**config.mk**
```make
export PLATFORM = sky130hd
export DESIGN_NAME = tpa_sqrt_cell
export DESIGN_NICKNAME = d
export VERILOG_FILES = /design/src/design/tpa_pkg.sv /design/src/design/tpa_sqrt_cell.sv
export SDC_FILE = /design/constraint.sdc
export NUM_CORES = 1
export LEC_CHECK = 0
export ABC_AREA = 1
export BUFFER_PORTS_ARGS = -buffer_cell sky130_fd_sc_hd__buf_2
export CAP_MARGIN = 20
export CORE_ASPECT_RATIO = 1.2
export CORE_MARGIN = 5
export CORE_UTILIZATION = 30
export CTS_CLUSTER_DIAMETER = 50
export DETAILED_ROUTE_END_ITERATION = 8
export PLACE_DENSITY = 0.68
export SLEW_MARGIN = 10
export SYNTH_ARGS = -nofsm -noshare
export SYNTH_HDL_FRONTEND = slang
export SYNTH_SLANG_ARGS = --single-unit
export TNS_END_PERCENT = 30
```
**constraint.sdc**
```tcl
create_clock -name clk -period 2 [get_ports clk]
set_clock_uncertainty 0.1 [all_clocks]
set_input_delay 0.4 -clock clk [delete_from_list [all_inputs] [get_ports clk]]
set_output_delay 0.4 -clock clk [all_outputs]
set_load 0.005 [all_outputs]
```
**src/design/tpa_pkg.sv**
```systemverilog
`timescale 1ns / 1ps
// ----------------------------------------------------------------------------
// tpa_pkg
// Shared types, constants and helper functions for the three-point angle core.
// ----------------------------------------------------------------------------
package tpa_pkg;

  localparam int CORDIC_STEPS = 30;
  localparam int SQRT_STEPS   = 32;

  // Pi in Q2.30 and the largest angle code in Q2.16.
  localparam logic [33:0] PI_Q30    = 34'd3373259426;
  localparam logic [17:0] ANGLE_MAX = 18'd205887;
  localparam logic [34:0] ROUND_Q14 = 35'd8192;

  typedef logic signed [60:0] tpa_xy_t;
  typedef logic signed [34:0] tpa_z_t;

  // Control that travels beside the data through every stage.
  typedef struct packed {
    logic valid;
    logic degen;
    logic dneg;
  } tpa_side_t;

  // One input beat: the three points.
  typedef struct packed {
    logic signed [31:0] p1_x;
    logic signed [31:0] p1_y;
    logic signed [31:0] p1_z;
    logic signed [31:0] p2_x;
    logic signed [31:0] p2_y;
    logic signed [31:0] p2_z;
    logic signed [31:0] p3_x;
    logic signed [31:0] p3_y;
    logic signed [31:0] p3_z;
  } tpa_pts_t;

  // atan(2^-i) in Q2.30.
  function automatic logic [31:0] atan_q30(input logic [4:0] i);
    logic [31:0] v;
    case (i)
      5'd0:  v = 32'd843314856;
      5'd1:  v = 32'd497837829;
      5'd2:  v = 32'd263043836;
      5'd3:  v = 32'd133525158;
      5'd4:  v = 32'd66908022;
      5'd5:  v = 32'd33549659;
      5'd6:  v = 32'd16775850;
      5'd7:  v = 32'd8388437;
      5'd8:  v = 32'd4194282;
      5'd9:  v = 32'd2097149;
      5'd10: v = 32'd1048575;
      5'd11: v = 32'd524287;
      5'd12: v = 32'd262143;
      5'd13: v = 32'd131071;
      5'd14: v = 32'd65535;
      5'd15: v = 32'd32767;
      5'd16: v = 32'd16383;
      5'd17: v = 32'd8191;
      5'd18: v = 32'd4095;
      5'd19: v = 32'd2047;
      5'd20: v = 32'd1023;
      5'd21: v = 32'd511;
      5'd22: v = 32'd255;
      5'd23: v = 32'd127;
      5'd24: v = 32'd63;
      5'd25: v = 32'd31;
      5'd26: v = 32'd15;
      5'd27: v = 32'd8;
      5'd28: v = 32'd4;
      5'd29: v = 32'd2;
      default: v = 32'd0;
    endcase
    return v;
  endfunction

  // Position of the highest set bit plus one; zero for a zero word.
  function automatic logic [6:0] bit_len(input logic [63:0] v);
    logic [6:0] n;
    n = '0;
    for (int i = 0; i < 64; i++) begin
      if (v[i]) n = 7'(i + 1);
    end
    return n;
  endfunction

endpackage

```
**src/design/tpa_sqrt_cell.sv**
```systemverilog
`timescale 1ns / 1ps
// ----------------------------------------------------------------------------
// tpa_sqrt_cell
// One digit of a restoring integer square root: takes two radicand bits and
// settles one root bit, then hands the partial result to the next cell.
// ----------------------------------------------------------------------------
module tpa_sqrt_cell
  import tpa_pkg::*;
(
  input  logic        clk,
  input  logic        rst_n,
  input  logic        adv,
  input  tpa_side_t   side_i,
  input  logic [63:0] n_i,
  input  logic [34:0] rem_i,
  input  logic [31:0] root_i,
  input  logic [62:0] x_i,
  output tpa_side_t   side_o,
  output logic [63:0] n_o,
  output logic [34:0] rem_o,
  output logic [31:0] root_o,
  output logic [62:0] x_o
);

  tpa_side_t   side_r;
  logic [63:0] n_r;
  logic [34:0] rem_r, rem_nxt, rem_sh, trial;
  logic [31:0] root_r, root_nxt;
  logic [62:0] x_r;

  // Trial subtraction of 4*root + 1 from the shifted remainder.
  always_comb begin
    rem_sh = {rem_i[32:0], n_i[63:62]};
    trial  = {1'b0, root_i, 2'b01};
    if (rem_sh >= trial) begin
      rem_nxt  = rem_sh - trial;
      root_nxt = {root_i[30:0], 1'b1};
    end else begin
      rem_nxt  = rem_sh;
      root_nxt = {root_i[30:0], 1'b0};
    end
  end

  always_ff @(posedge clk) begin
    if (!rst_n) begin
      side_r <= '0;
    end else if (adv) begin
      side_r <= side_i;
    end
  end

  always_ff @(posedge clk) begin
    if (adv) begin
      n_r    <= {n_i[61:0], 2'b00};
      rem_r  <= rem_nxt;
      root_r <= root_nxt;
      x_r    <= x_i;
    end
  end

  assign side_o = side_r;
  assign n_o    = n_r;
  assign rem_o  = rem_r;
  assign root_o = root_r;
  assign x_o    = x_r;

`ifndef NO_ASSERTIONS
  // The remainder never exceeds twice the partial root.
  a_rem_bound: assert property (@(posedge clk) disable iff (!rst_n)
    side_r.valid |-> rem_r <= {2'b00, root_r, 1'b0})
    else $error("sqrt remainder exceeds twice the root");
`endif

endmodule

```
# Word level (Yosys, flattened, before mapping)
# Index checks and enable logic that the tools add are counted.
# classes
mux,2
magnitude_cmp,1
add_sub_neg,1
# op_table
operator,n
$ge 35x34->1,1
$mux 35,1
$sub 35x34->35,1
$mux 1,1
# totals
input_bits,200
output_inout_bits,197
reg_bits,195
word_cells,11

# Depth between registers and ports, before layout
# depth
ltp_word,2
ltp_mapped,16
mapped_depth_nobuf,15

# Worst setup path before layout
# Ideal clock, no wire load.
# synth_timing
kind,input-to-reg
from,input root_i[14]
to,register rem_r[25] (netlist: rem_o[25]) (data pin)
setup_slack_ns,-0.099
t_arrival_ns,1.745
cell_stages,14
required_ns,1.647
setup_ns,0.253
n_path_buf,1
cell_sequence,inv_1 ha_1 nand2_1 nor2_1 nand2_1 nor2_1 nand2_1 nand3_2 nor2_4 nand2_8 inv_4 buf_6 nand2_1 nand2_1
# synth_via
elab_chain_cells,2
word_cells_on_any_way,3
cone_classes,add/sub (1); order compare (1); mux (1)
# synth_lines
item,line_no,text
"start, declared",tpa_sqrt_cell.sv:16,"input logic [31:0] root_i,"
$sub 35x34->35 / $ge 35x34->1 (equally long branches),"tpa_sqrt_cell.sv:36, tpa_sqrt_cell.sv:35",
$mux 35 *,tpa_sqrt_cell.sv:35,if (rem_sh >= trial) begin
net rem_nxt[25],tpa_sqrt_cell.sv:27,"logic [34:0] rem_r, rem_nxt, rem_sh, trial;"
"end signal, assigned",tpa_sqrt_cell.sv:55,rem_r <= rem_nxt;
"end, declared",tpa_sqrt_cell.sv:27,
# The timed path passes the listed nets; every way through them passes the cells marked *.
# A chain may end at the register's enable or synchronous reset.

# Final worst setup path
# layout_timing
from,input root_i[16]
to,register rem_r[28] (netlist: rem_o[28]) (data pin)
# The elaborated chain is that of the path after synthesis.

==> impl_metrics.ini <==
[status]
outcome = complete, no violations

[global_route]
grt_max_degree = 50
grt_use_total_pct = 16.69
grt_antenna_before_repair = 2
grt_pass1_vias = 7599
grt_pass1_wl_um = 42630
grt.overflow.total = 0

[clock_tree]
ctsLongestPathBuffers = 2
cts.reportedPaths.clkPinSlew_ns = 0.09
cts_buffers = 17
insertion_delay_ns = 0.44
cts_root_buf = clkbuf_16
cts_tree = done
clock-sinks = 195
htreeDepth = 4
postCtsSetupRepairBufs = 0

[sta]
grt_setup_unrepaired = yes
holdWs_ns = 0.03138
fin_crit_sh_pct = 96.71
finalCriticalPeriod_ns = 1.934
max_freq_ghz = 0.5170
hold_violations = 0
slew_violations = 0
setup_viol = 0

[critical_path]
worstPathArrival_ns = 2.03
worstPathMaxFanout = 4
critPathCaptureType = flop
cp-start-kind = primary input
path_cells = buf_2, inv_2, ha_4, nand2_4, buf_4, inv_1, nand2_1, nand2_1, a21oi_1, nor2_1, nor2_1, nand3_1, nand3_2, nand2_1
cpPeakStageDelay_ns = 0.26
required_ns = 2.10
path_common_cell = nand2_1
worstSetupPathType = primary input to flop
crit_path_top_delay_cell = ha_4

[drt]
ant_nets = 0
wl_met2_um = 15850
drcViolationCount = 0
vias = 7578
routed_wirelength_um = 29230
drt_iter0_drc = 296
wl_met3_um = 1980
wl_per_cell_um = 16.39
first_pass_iters = 5
highest_layer = met4
wl_met1_um = 10870
via_per_inst = 4.250

[pwr]
pwr-share-clk_pct = 32.6
power.total_mw = 10.72
p_sw_mw = 3.032
p_leak_nw = 6.489
power_per_cell_area_nw_per_um2 = 795.3
p_sw_share_pct = 28.28
combinationalPowerShare_pct = 20.5
intPower_mw = 7.691
seqPwrFrac_pct = 46.8
max-vdd-ir-drop_uv = 528.7

[final_layout]
layout_common_cells = buf_2 (391), nand2_1 (282), edfxtp_1 (192)
post-route-util_pct = 45.54
finalNetCount = 1612
layout_commonest_cell = buf_2
layout-drive-gt1-share_pct = 45.65
area_delta_synth_final_pct = 49.72
stdcell_count = 1783

[logic_synthesis]
ys.warnings.count = 0
synth-seq-cells = 195
ys_seq_area_share_pct = 64.68
syn-instance-count = 864
syn-cell-area_um2 = 9006
avgSynthCellArea_um2 = 10.42
yosysUniqueCellTypes = 30

[floorplanning]
ios = 397
core_um2 = 29610
die_h_um = 199.8
start_util_pct = 30.41
fp.dieW_um = 168.2
fp-row-count = 69
die_area_um2 = 33600

[placed_design]
place.gp.congestion = 0.8883
dp_cells = 1748
dpl.hpwl_um = 24180
portBuffers = 392

[run]
maxCapViolations = 0

[worst_hold_path]
hold_path.class = primary input to flop
## state kept, by name (all words and copies together), names as in the netlist
signal  cells
rem_o      35
side_o      3
n_o        62
root_o     32
x_o        63
## critical path, delay by kind of cell
kind            cells  cell delay, ns
buf+inv             4            0.32
simple gates        8            0.77
fa+ha+maj           1            0.26
compound gates      1            0.26
## final cells by class
cell class / instances / area [um^2]
Fill cell: 2795 / 16130
Sequential cell: 195 / 5826
Multi-Input combinational cell: 529 / 3151
Timing Repair Buffer: 502 / 2887
Inverter: 133 / 524.3
Tap cell: 390 / 488.0
Clock buffer: 18 / 429.2
Clock inverter: 14 / 175.2
Antenna cell: 2 / 5.005
## per-stage QoR
step | area [um^2] | setup TNS (ns) | setup slack, ns
6_report | 13480 | 0 | 0.06579
2_1_floorplan | 9549 | -0.08549 | -0.01043
3_5_place_dp | 12830 | -12.75 | -0.4396
4_1_cts | 13440 | 0 | 0.009883
3_3_place_gp | 12830 | -11.99 | -0.4343
5_1_grt | 13480 | -0.003961 | -0.003961
## per-layer routing
layer  GRT usage (%)  vias to the layer above
met4           5.021                        0
met3           4.254                       18
met5               0                        -
met1           18.34                     3459
met2           31.69                      249
li1                -                     3852
## final timing paths
kind	from	slack (ns)	cells past startpoint	end
hold / removal	x_i[3]	0.03	1	x_o[3]
setup reg to reg	side_o[1]	1.26	2	side_o[1]
setup / recovery	root_i[16]	0.07	14	rem_o[28]
hold reg to reg	side_o[2]	0.43	2	side_o[2]
## logic make-up (layout without fill, tap and decap cells)
family | Yosys count | in the layout | synth area share [%]
xor gates and xnor gates | 18 | 18 | 1.750
DFF | 195 | 195 | 64.68
adders and majority gates | 34 | 34 | 4.724
other | 1 | 4 | 0.04164
buffers and inverters | 141 | 667 | 6.405
AOI/OAI and AO/OA | 45 | 45 | 2.848
and+or+nand+nor | 430 | 430 | 19.55
## synthesized netlist by cell type
cell | count | share of area, %
a211oi_1 | 1 | 0.083
a21o_1 | 2 | 0.17
a21oi_1 | 24 | 1.3
a21oi_2 | 3 | 0.29
buf_4 | 4 | 0.33
buf_6 | 4 | 0.50
conb_1 | 1 | 0.042
dfxtp_1 | 3 | 0.67
edfxtp_1 | 192 | 64
ha_1 | 34 | 4.7
inv_1 | 127 | 5.3
inv_2 | 5 | 0.21
inv_4 | 1 | 0.070
nand2_1 | 304 | 13
nand2_2 | 3 | 0.21
nand2_8 | 1 | 0.22
nand3_1 | 32 | 1.8
nand3_2 | 3 | 0.33
nand3b_1 | 10 | 0.83
nand4_1 | 4 | 0.28
nor2_1 | 67 | 2.8
nor2_2 | 2 | 0.14
nor2_4 | 1 | 0.13
nor3_1 | 3 | 0.17
o21a_1 | 2 | 0.17
o21ai_0 | 9 | 0.50
o21ai_1 | 1 | 0.056
o21bai_1 | 3 | 0.25
xnor2_1 | 2 | 0.19
xor2_1 | 16 | 1.6
## power by group through the flow
stage | combinational, mW | clock, mW | sequential [mW]
after floorplan | 0.910 | 0 | 5.17
after global placement | 2.19 | 0 | 5.11
after detailed placement | 2.22 | 0 | 5.12
after CTS | 2.24 | 3.60 | 5.03
after global routing | 2.44 | 3.80 | 5.06
final | 2.20 | 3.50 | 5.02
## timing repair
item,in CTS,in global routing
setup endpoints to repair,0,34
hold endpoints to repair,0,1
hold buffers,0,1
gates resized for setup,0,12
No activity file was read; power rests on OpenSTA's default activity.
