$ cat src/design/tpa_pkg.sv
`timescale 1ns / 1ps
// ----------------------------------------------------------------------------
// tpa_pkg
// Shared types, constants and helper functions for the three-point angle core.
// ----------------------------------------------------------------------------
package tpa_pkg;

  localparam int CORDIC_STEPS = 30;
  localparam int SQRT_STEPS   = 32;

  // Pi in Q2.30 and the largest angle code in Q2.16.
  localparam logic [33:0] PI_Q30    = 34'd3373259426;
  localparam logic [17:0] ANGLE_MAX = 18'd205887;
  localparam logic [34:0] ROUND_Q14 = 35'd8192;

  typedef logic signed [60:0] tpa_xy_t;
  typedef logic signed [34:0] tpa_z_t;

  // Control that travels beside the data through every stage.
  typedef struct packed {
    logic valid;
    logic degen;
    logic dneg;
  } tpa_side_t;

  // One input beat: the three points.
  typedef struct packed {
    logic signed [31:0] p1_x;
    logic signed [31:0] p1_y;
    logic signed [31:0] p1_z;
    logic signed [31:0] p2_x;
    logic signed [31:0] p2_y;
    logic signed [31:0] p2_z;
    logic signed [31:0] p3_x;
    logic signed [31:0] p3_y;
    logic signed [31:0] p3_z;
  } tpa_pts_t;

  // atan(2^-i) in Q2.30.
  function automatic logic [31:0] atan_q30(input logic [4:0] i);
    logic [31:0] v;
    case (i)
      5'd0:  v = 32'd843314856;
      5'd1:  v = 32'd497837829;
      5'd2:  v = 32'd263043836;
      5'd3:  v = 32'd133525158;
      5'd4:  v = 32'd66908022;
      5'd5:  v = 32'd33549659;
      5'd6:  v = 32'd16775850;
      5'd7:  v = 32'd8388437;
      5'd8:  v = 32'd4194282;
      5'd9:  v = 32'd2097149;
      5'd10: v = 32'd1048575;
      5'd11: v = 32'd524287;
      5'd12: v = 32'd262143;
      5'd13: v = 32'd131071;
      5'd14: v = 32'd65535;
      5'd15: v = 32'd32767;
      5'd16: v = 32'd16383;
      5'd17: v = 32'd8191;
      5'd18: v = 32'd4095;
      5'd19: v = 32'd2047;
      5'd20: v = 32'd1023;
      5'd21: v = 32'd511;
      5'd22: v = 32'd255;
      5'd23: v = 32'd127;
      5'd24: v = 32'd63;
      5'd25: v = 32'd31;
      5'd26: v = 32'd15;
      5'd27: v = 32'd8;
      5'd28: v = 32'd4;
      5'd29: v = 32'd2;
      default: v = 32'd0;
    endcase
    return v;
  endfunction

  // Position of the highest set bit plus one; zero for a zero word.
  function automatic logic [6:0] bit_len(input logic [63:0] v);
    logic [6:0] n;
    n = '0;
    for (int i = 0; i < 64; i++) begin
      if (v[i]) n = 7'(i + 1);
    end
    return n;
  endfunction

endpackage

$ cat src/design/tpa_cordic_cell.sv
`timescale 1ns / 1ps
// ----------------------------------------------------------------------------
// tpa_cordic_cell
// One CORDIC vectoring rotation: drives y toward zero and accumulates the
// rotation angle, then hands x, y and z to the next cell.
// ----------------------------------------------------------------------------
module tpa_cordic_cell
  import tpa_pkg::*;
(
  input  logic       clk,
  input  logic       rst_n,
  input  logic       adv,
  input  logic [4:0] step,
  input  tpa_side_t  side_i,
  input  tpa_xy_t    x_i,
  input  tpa_xy_t    y_i,
  input  tpa_z_t     z_i,
  output tpa_side_t  side_o,
  output tpa_xy_t    x_o,
  output tpa_xy_t    y_o,
  output tpa_z_t     z_o
);

  tpa_side_t side_r;
  tpa_xy_t   x_r, y_r, x_nxt, y_nxt, xs, ys;
  tpa_z_t    z_r, z_nxt, ang;

  // Rotate by plus or minus atan(2^-step) according to the sign of y.
  always_comb begin
    xs  = x_i >>> step;
    ys  = y_i >>> step;
    ang = $signed({3'b000, atan_q30(step)});
    if (!y_i[60]) begin
      x_nxt = x_i + ys;
      y_nxt = y_i - xs;
      z_nxt = z_i + ang;
    end else begin
      x_nxt = x_i - ys;
      y_nxt = y_i + xs;
      z_nxt = z_i - ang;
    end
  end

  always_ff @(posedge clk) begin
    if (!rst_n) begin
      side_r <= '0;
    end else if (adv) begin
      side_r <= side_i;
    end
  end

  always_ff @(posedge clk) begin
    if (adv) begin
      x_r <= x_nxt;
      y_r <= y_nxt;
      z_r <= z_nxt;
    end
  end

  assign side_o = side_r;
  assign x_o    = x_r;
  assign y_o    = y_r;
  assign z_o    = z_r;

`ifndef NO_ASSERTIONS
  // In vectoring mode x only grows from a non-negative start.
  a_x_nonneg: assert property (@(posedge clk) disable iff (!rst_n)
    side_r.valid && !side_r.degen |-> !x_r[60])
    else $error("CORDIC x went negative");
`endif

endmodule

$ cat config.mk
export PLATFORM = sky130hd
export DESIGN_NAME = tpa_cordic_cell
export DESIGN_NICKNAME = d
export VERILOG_FILES = /design/src/design/tpa_pkg.sv /design/src/design/tpa_cordic_cell.sv
export SDC_FILE = /design/constraint.sdc
export NUM_CORES = 1
export LEC_CHECK = 0
export BUFFER_PORTS_ARGS = -buffer_cell sky130_fd_sc_hd__buf_2
export CORE_MARGIN = 2
export CORE_UTILIZATION = 35
export DETAILED_ROUTE_END_ITERATION = 7
export GPL_ROUTABILITY_DRIVEN = 1
export REMOVE_ABC_BUFFERS = 1
export SYNTH_ARGS = -nofsm -noshare
export SYNTH_HDL_FRONTEND = slang
export SYNTH_SLANG_ARGS = --single-unit
$ cat constraint.sdc
create_clock -name clk -period 21.4 [get_ports clk]
set_input_delay 2.14 -clock clk [delete_from_list [all_inputs] [get_ports clk]]
set_output_delay 2.14 -clock clk [all_outputs]
set_load 0.005 [all_outputs]
### Word-level counts from Yosys, hierarchy flattened

Memories as Yosys holds them, arrays and structs flattened.
Index checks and enable logic that the tools add are counted.

| cells by class | value |
|---|---|
| shift operators | 2 |
| $add $sub $neg | 6 |
| mux-type cells | 3 |

Operator list:

| kind | count |
|---|---|
| adder 61 bit | 2 |
| two-way mux 61 bit | 2 |
| >>> shifter 61 x 5 -> 61 bit | 2 |
| subtractor 61 bit | 2 |
| adder 35 x 33 -> 35 bit | 1 |
| two-way mux 35 bit | 1 |
| subtractor 35 x 33 -> 35 bit | 1 |

| word-level totals | value |
|---|---|
| bits in read-only memories | 960 |
| input port bits | 168 |
| memories kept | 1 |
| logic and storage cells | 18 |
| flip-flop bits (word level) | 160 |
| output and inout bits | 160 |

Memory list:

| name | depth | bits a word | rd ports | clocked after Yosys merged registers in | wr ports | line | source |
|---|---|---|---|---|---|---|---|
| (name not given) | 32 | 30 | 1 | 0 | 0 | tpa_pkg.sv:42 | `case (i)` |

### Logic depth before layout (Yosys ltp)

| depth | value |
|---|---|
| depth in word-level cells | 3 |
| depth in mapped cells | 32 |
| depth with buffers taken out | 24 |

### Worst setup path before layout

No wires, ideal clock.

| timing path | value |
|---|---|
| kind | input -> register |
| start | in step[1] |
| end | reg z_r[34], in the netlist z_o[34] (data pin) |
| required time | 21,140 ps |
| arrival | 8,309 ps |
| setup time | 260 ps |
| stages on the path | 29 |
| buffers on the path | 8 |
| setup slack | 12,832 ps |
| cells stage by stage | buf_2 -> inv_2 -> buf_2 -> buf_1 -> clkbuf_1 -> buf_2 -> buf_2 -> buf_1 -> ha_1 -> clkbuf_1 -> nor2_1 -> a21oi_1 -> a21oi_1 -> and3_1 -> and2_1 -> nand3_1 -> nand2_1 -> xor2_1 -> ha_1 -> a2111oi_0 -> o21ai_0 -> a41oi_1 -> o21ai_0 -> a221o_1 -> a32oi_1 -> a2111oi_0 -> o31a_1 -> nor2_1 -> xnor2_1 |

| on the way | value |
|---|---|
| longest elaborated chain between the ends | 3 |
| elaborated cells on any way between the ends | 4 |
| those cells by class | add/sub (2); mux (1); memory (1) |

Ends and longest elaborated chain:

| element | line | source |
|---|---|---|
| start: declaration | tpa_cordic_cell.sv:13 | `input logic [4:0] step,` |
| memory read (32 x 30 bit) (*) | - |  |
| adder 35 x 33 -> 35 bit / subtractor 35 x 33 -> 35 bit (equally long branches) | tpa_cordic_cell.sv:36, tpa_cordic_cell.sv:40 |  |
| two-way mux 35 bit (*) | tpa_cordic_cell.sv:33 | `if (!y_i[60]) begin` |
| named net z_nxt[34] | tpa_cordic_cell.sv:26 | `tpa_z_t z_r, z_nxt, ang;` |
| end signal: assignment | tpa_cordic_cell.sv:56 | `z_r <= z_nxt;` |
| end: declaration | tpa_cordic_cell.sv:26 |  |

The timed path passes the listed nets; every way through them passes the cells marked *.
A chain may end at the register's enable or synchronous reset.

### Worst setup path after layout

| timing path | value |
|---|---|
| start | in step[0] |
| end | reg x_r[57], in the netlist x_o[57] (data pin) |

| on the way | value |
|---|---|
| longest elaborated chain between the ends | 3 |
| elaborated cells on any way between the ends | 4 |
| those cells by class | add/sub (2); shift (1); mux (1) |

Ends and longest elaborated chain:

| element | line | source |
|---|---|---|
| >>> shifter 61 x 5 -> 61 bit (*) | tpa_cordic_cell.sv:31 | `ys = y_i >>> step;` |
| adder 61 bit / subtractor 61 bit (equally long branches) | tpa_cordic_cell.sv:34, tpa_cordic_cell.sv:38 |  |
| two-way mux 61 bit (*) | tpa_cordic_cell.sv:33 |  |
| named net x_nxt[57] | tpa_cordic_cell.sv:25 | `tpa_xy_t x_r, y_r, x_nxt, y_nxt, xs, ys;` |
| end signal: assignment | tpa_cordic_cell.sv:54 | `x_r <= x_nxt;` |
| end: declaration | tpa_cordic_cell.sv:25 |  |

Marked as above.

==> impl_metrics.yaml <==
status:
  status: "finished, final reports clean"
synthesis:
  synth_cell_types: 104
  ys.flop_type: "edfxtp_1"
  ys_warn_count: 0
  ys_seq_elements: 160
  yosysSeqAreaShare_pct: 17.9
  synth-edff-count: 157
  yosys.area.top_type_share_pct: 17.7
  synth_area_leaders: "edfxtp_1 18%, mux4_2 14%, ha_1 8.2%, xnor2_1 5.3%, a21oi_1 5.2%"
  async_reset_ff_share_pct: 0
  yosys.area.top_type: "edfxtp_1"
  syn_inst: 3000
  syn_avg_cell_area_um2: 8.87
  netlist_area_um2: 26600
timing:
  skew_ns: 0
  drv_slew: 0
  layout_setup_ws_ns: 11.06
  tightest_slew_ns: 1.31
  setup_tns_ns: 0
  fin_crit_ns: 10.34
  setup_violations: 0
  fin_crit_sh_pct: 48.3
  finalHoldViolations: 0
  slew-limit-headroom_pct: 11.5
  fmax_mhz: 96.7
  hold-worst-slack_ns: 0.521
  rsz0062_at_grt: "false"
power_and_ir_drop:
  powerDensity_nw_per_um2: 67.5
  max-vdd-ir-drop_mv: 0.0649
  leakagePower_nw: 12.0
  totalPowerFinal_mw: 1.98
grt:
  globalRoute.totalOverflow: 0
  first_global_vias: 24600
  grt_pass1_wl_um: 155000
  antenna_found_initial: 9
  grt_usage_pct: 26.0
  grt_start_max_net_pins: 79
cells_and_area:
  area_delta_synth_final_pct: 10.1
  utilization_pct: 38.8
  fin_area_um2: 29300
  layout-drive-gt1-share_pct: 21.2
  num-fill-cells: 7769
  final_cells: 4177
  finalNetCount: 3527
worst_hold_path:
  hold_path.class: "reg2reg"
  min_path_cells: 2
clocking:
  cts_resized: 0
  clk_pin_slew_ns: 0.07
  cts-buffers-inserted: 17
  cts_hold_buf: 0
  cts_root_buf: "clkbuf_16"
  htree_num_levels: 4
  cts_max_path_buffers: 2
  cts_tree: "done"
  post_cts_buffers: 0
  clkSinkCount: 160
  insertion_delay_ns: 0.49
worst_setup_path:
  r2r_cells: 2
  required_ns: 21.66
  criticalPathCategory: "in2reg"
  cp-end-kind: "flip-flop"
  path_max_fanout: 78
  cp-start-kind: "primary input"
  cp_data_arrival_time_ns: 10.59
placed_design:
  pre_cts_slack_ns: 10.61
  port_buffers: 327
  dpl_cell_area_um2: 28700
  globalplace.congestion: 1.03
  hpwl_um: 81400
  numPlacedInstances: 4140
floorplan:
  core_um2: 75600
  start_util_pct: 35.2
  io_pins: 328
  die_h_um: 280
  die-area_um2: 78300
  rows: 101
  die_x_um: 280
drt:
  drc: 0
  wl_met1_um: 40500
  dr.pass1.iters: 6
  top_layer_used: "met5"
  wl_per_cell_um: 24.8
  routed-wl-met3_um: 9000
  vias: 25900
  drtIter0Drc: 2888
  ant_nets: 0
  viasPerCell: 6.19
  dr_wl_met2_um: 49700
  routed_wl_um: 104000
job:
  drv_cap: 0
## cell type report
class | instances | area (um^2) | share of cell area [%]
Multi-Input combinational cell | 2586 | 20600 | 70.4
Antenna cell | 5 | 12.5 | 0.0427
Sequential cell | 160 | 4770 | 16.3
Clock inverter | 14 | 131 | 0.448
Inverter | 64 | 244 | 0.832
Tap cell | 978 | 1220 | 4.17
Clock buffer | 18 | 429 | 1.46
Timing Repair Buffer | 352 | 1860 | 6.35
## state kept, by name, indices dropped and copies added, names as in the netlist
name    cells
x_o        61
y_o        61
z_o        35
side_o      3
## cells by family after synthesis
kind of cell,share of synthesized area (%)
and+or+nand+nor,15.8
adders and majority gates,8.45
DFF,17.9
AOI/OAI and AO/OA,22.0
muxes,22.1
xor gates and xnor gates,9.18
buffers and inverters,4.53
## where the power goes
group | internal, mW | total [mW] | switching [mW]
registers | 0.476 | 0.501 | 0.0255
logic | 0.476 | 1.17 | 0.690
clock network | 0.161 | 0.311 | 0.150
total | 1.11 | 1.98 | 0.865
## Yosys cell counts (37+ instances only)
| cell type | number |
|---|---|
| edfxtp_1 | 157 |
| a21oi_1 | 274 |
| mux4_2 | 164 |
| mux2_2 | 62 |
| nor2_1 | 225 |
| clkbuf_1 | 94 |
| a31oi_1 | 50 |
| mux2i_1 | 129 |
| xor2_1 | 119 |
| inv_1 | 63 |
| nor3_1 | 63 |
| ha_1 | 175 |
| nand3_1 | 57 |
| a21o_1 | 107 |
| xnor2_1 | 160 |
| and2_1 | 37 |
| buf_2 | 47 |
| o21ai_0 | 161 |
| nand2_1 | 284 |
## worst max-delay path, stage by stage
cell      delay, ns
buf_8          0.54
buf_4          0.94
mux4_2         0.69
mux2_2         0.35
a221oi_1       0.69
ha_1           0.31
nand2_1        0.06
nor2_1         0.37
nor2b_1        0.33
and3_1         0.26
nor2_1         0.06
xor2_1         0.18
ha_1           0.42
nand2_1        0.11
nor3_1         0.47
a31oi_1        0.14
o21ai_0        0.13
a211oi_1       0.15
o41ai_1        1.14
a21oi_1        0.29
a21oi_1        0.33
nor4_1         0.08
a311o_1        0.32
## routing by layer
| metal | up-vias | global-route usage [%] |
|---|---|---|
| met5 | - | 0 |
| met4 | 10 | 11.3 |
| met3 | 269 | 6.06 |
| met2 | 1285 | 43.6 |
| met1 | 12400 | 31.7 |
| li1 | 11900 | - |
## path summary, 6_finish.rpt
check	from	end	slack (ns)
setup / recovery	step[0]	x_o[57]$_DFFE_PP_	11.06
hold / removal	side_o[0]$_SDFFE_PN0P_	side_o[0]$_SDFFE_PN0P_	0.52
setup reg to reg	side_o[2]$_SDFFE_PN0P_	side_o[2]$_SDFFE_PN0P_	20.81
hold reg to reg	side_o[0]$_SDFFE_PN0P_	side_o[0]$_SDFFE_PN0P_	0.52
## placed cells by master (no fill, tap or decap), types with 30 or more instances in the layout
cell type,instances
ha_1,175
a21oi_1,274
xor2_1,119
mux2i_1,129
xnor2_1,160
and3_1,33
nor2b_1,30
edfxtp_1,157
buf_2,320
nand2_1,284
mux4_2,164
inv_1,61
mux2_2,62
and2_1,37
nor3_1,63
a21o_1,107
nand4_1,33
nand3_1,57
a31oi_1,50
nor2_1,224
o21ai_0,161
No activity file was read; power rests on OpenSTA's default activity.
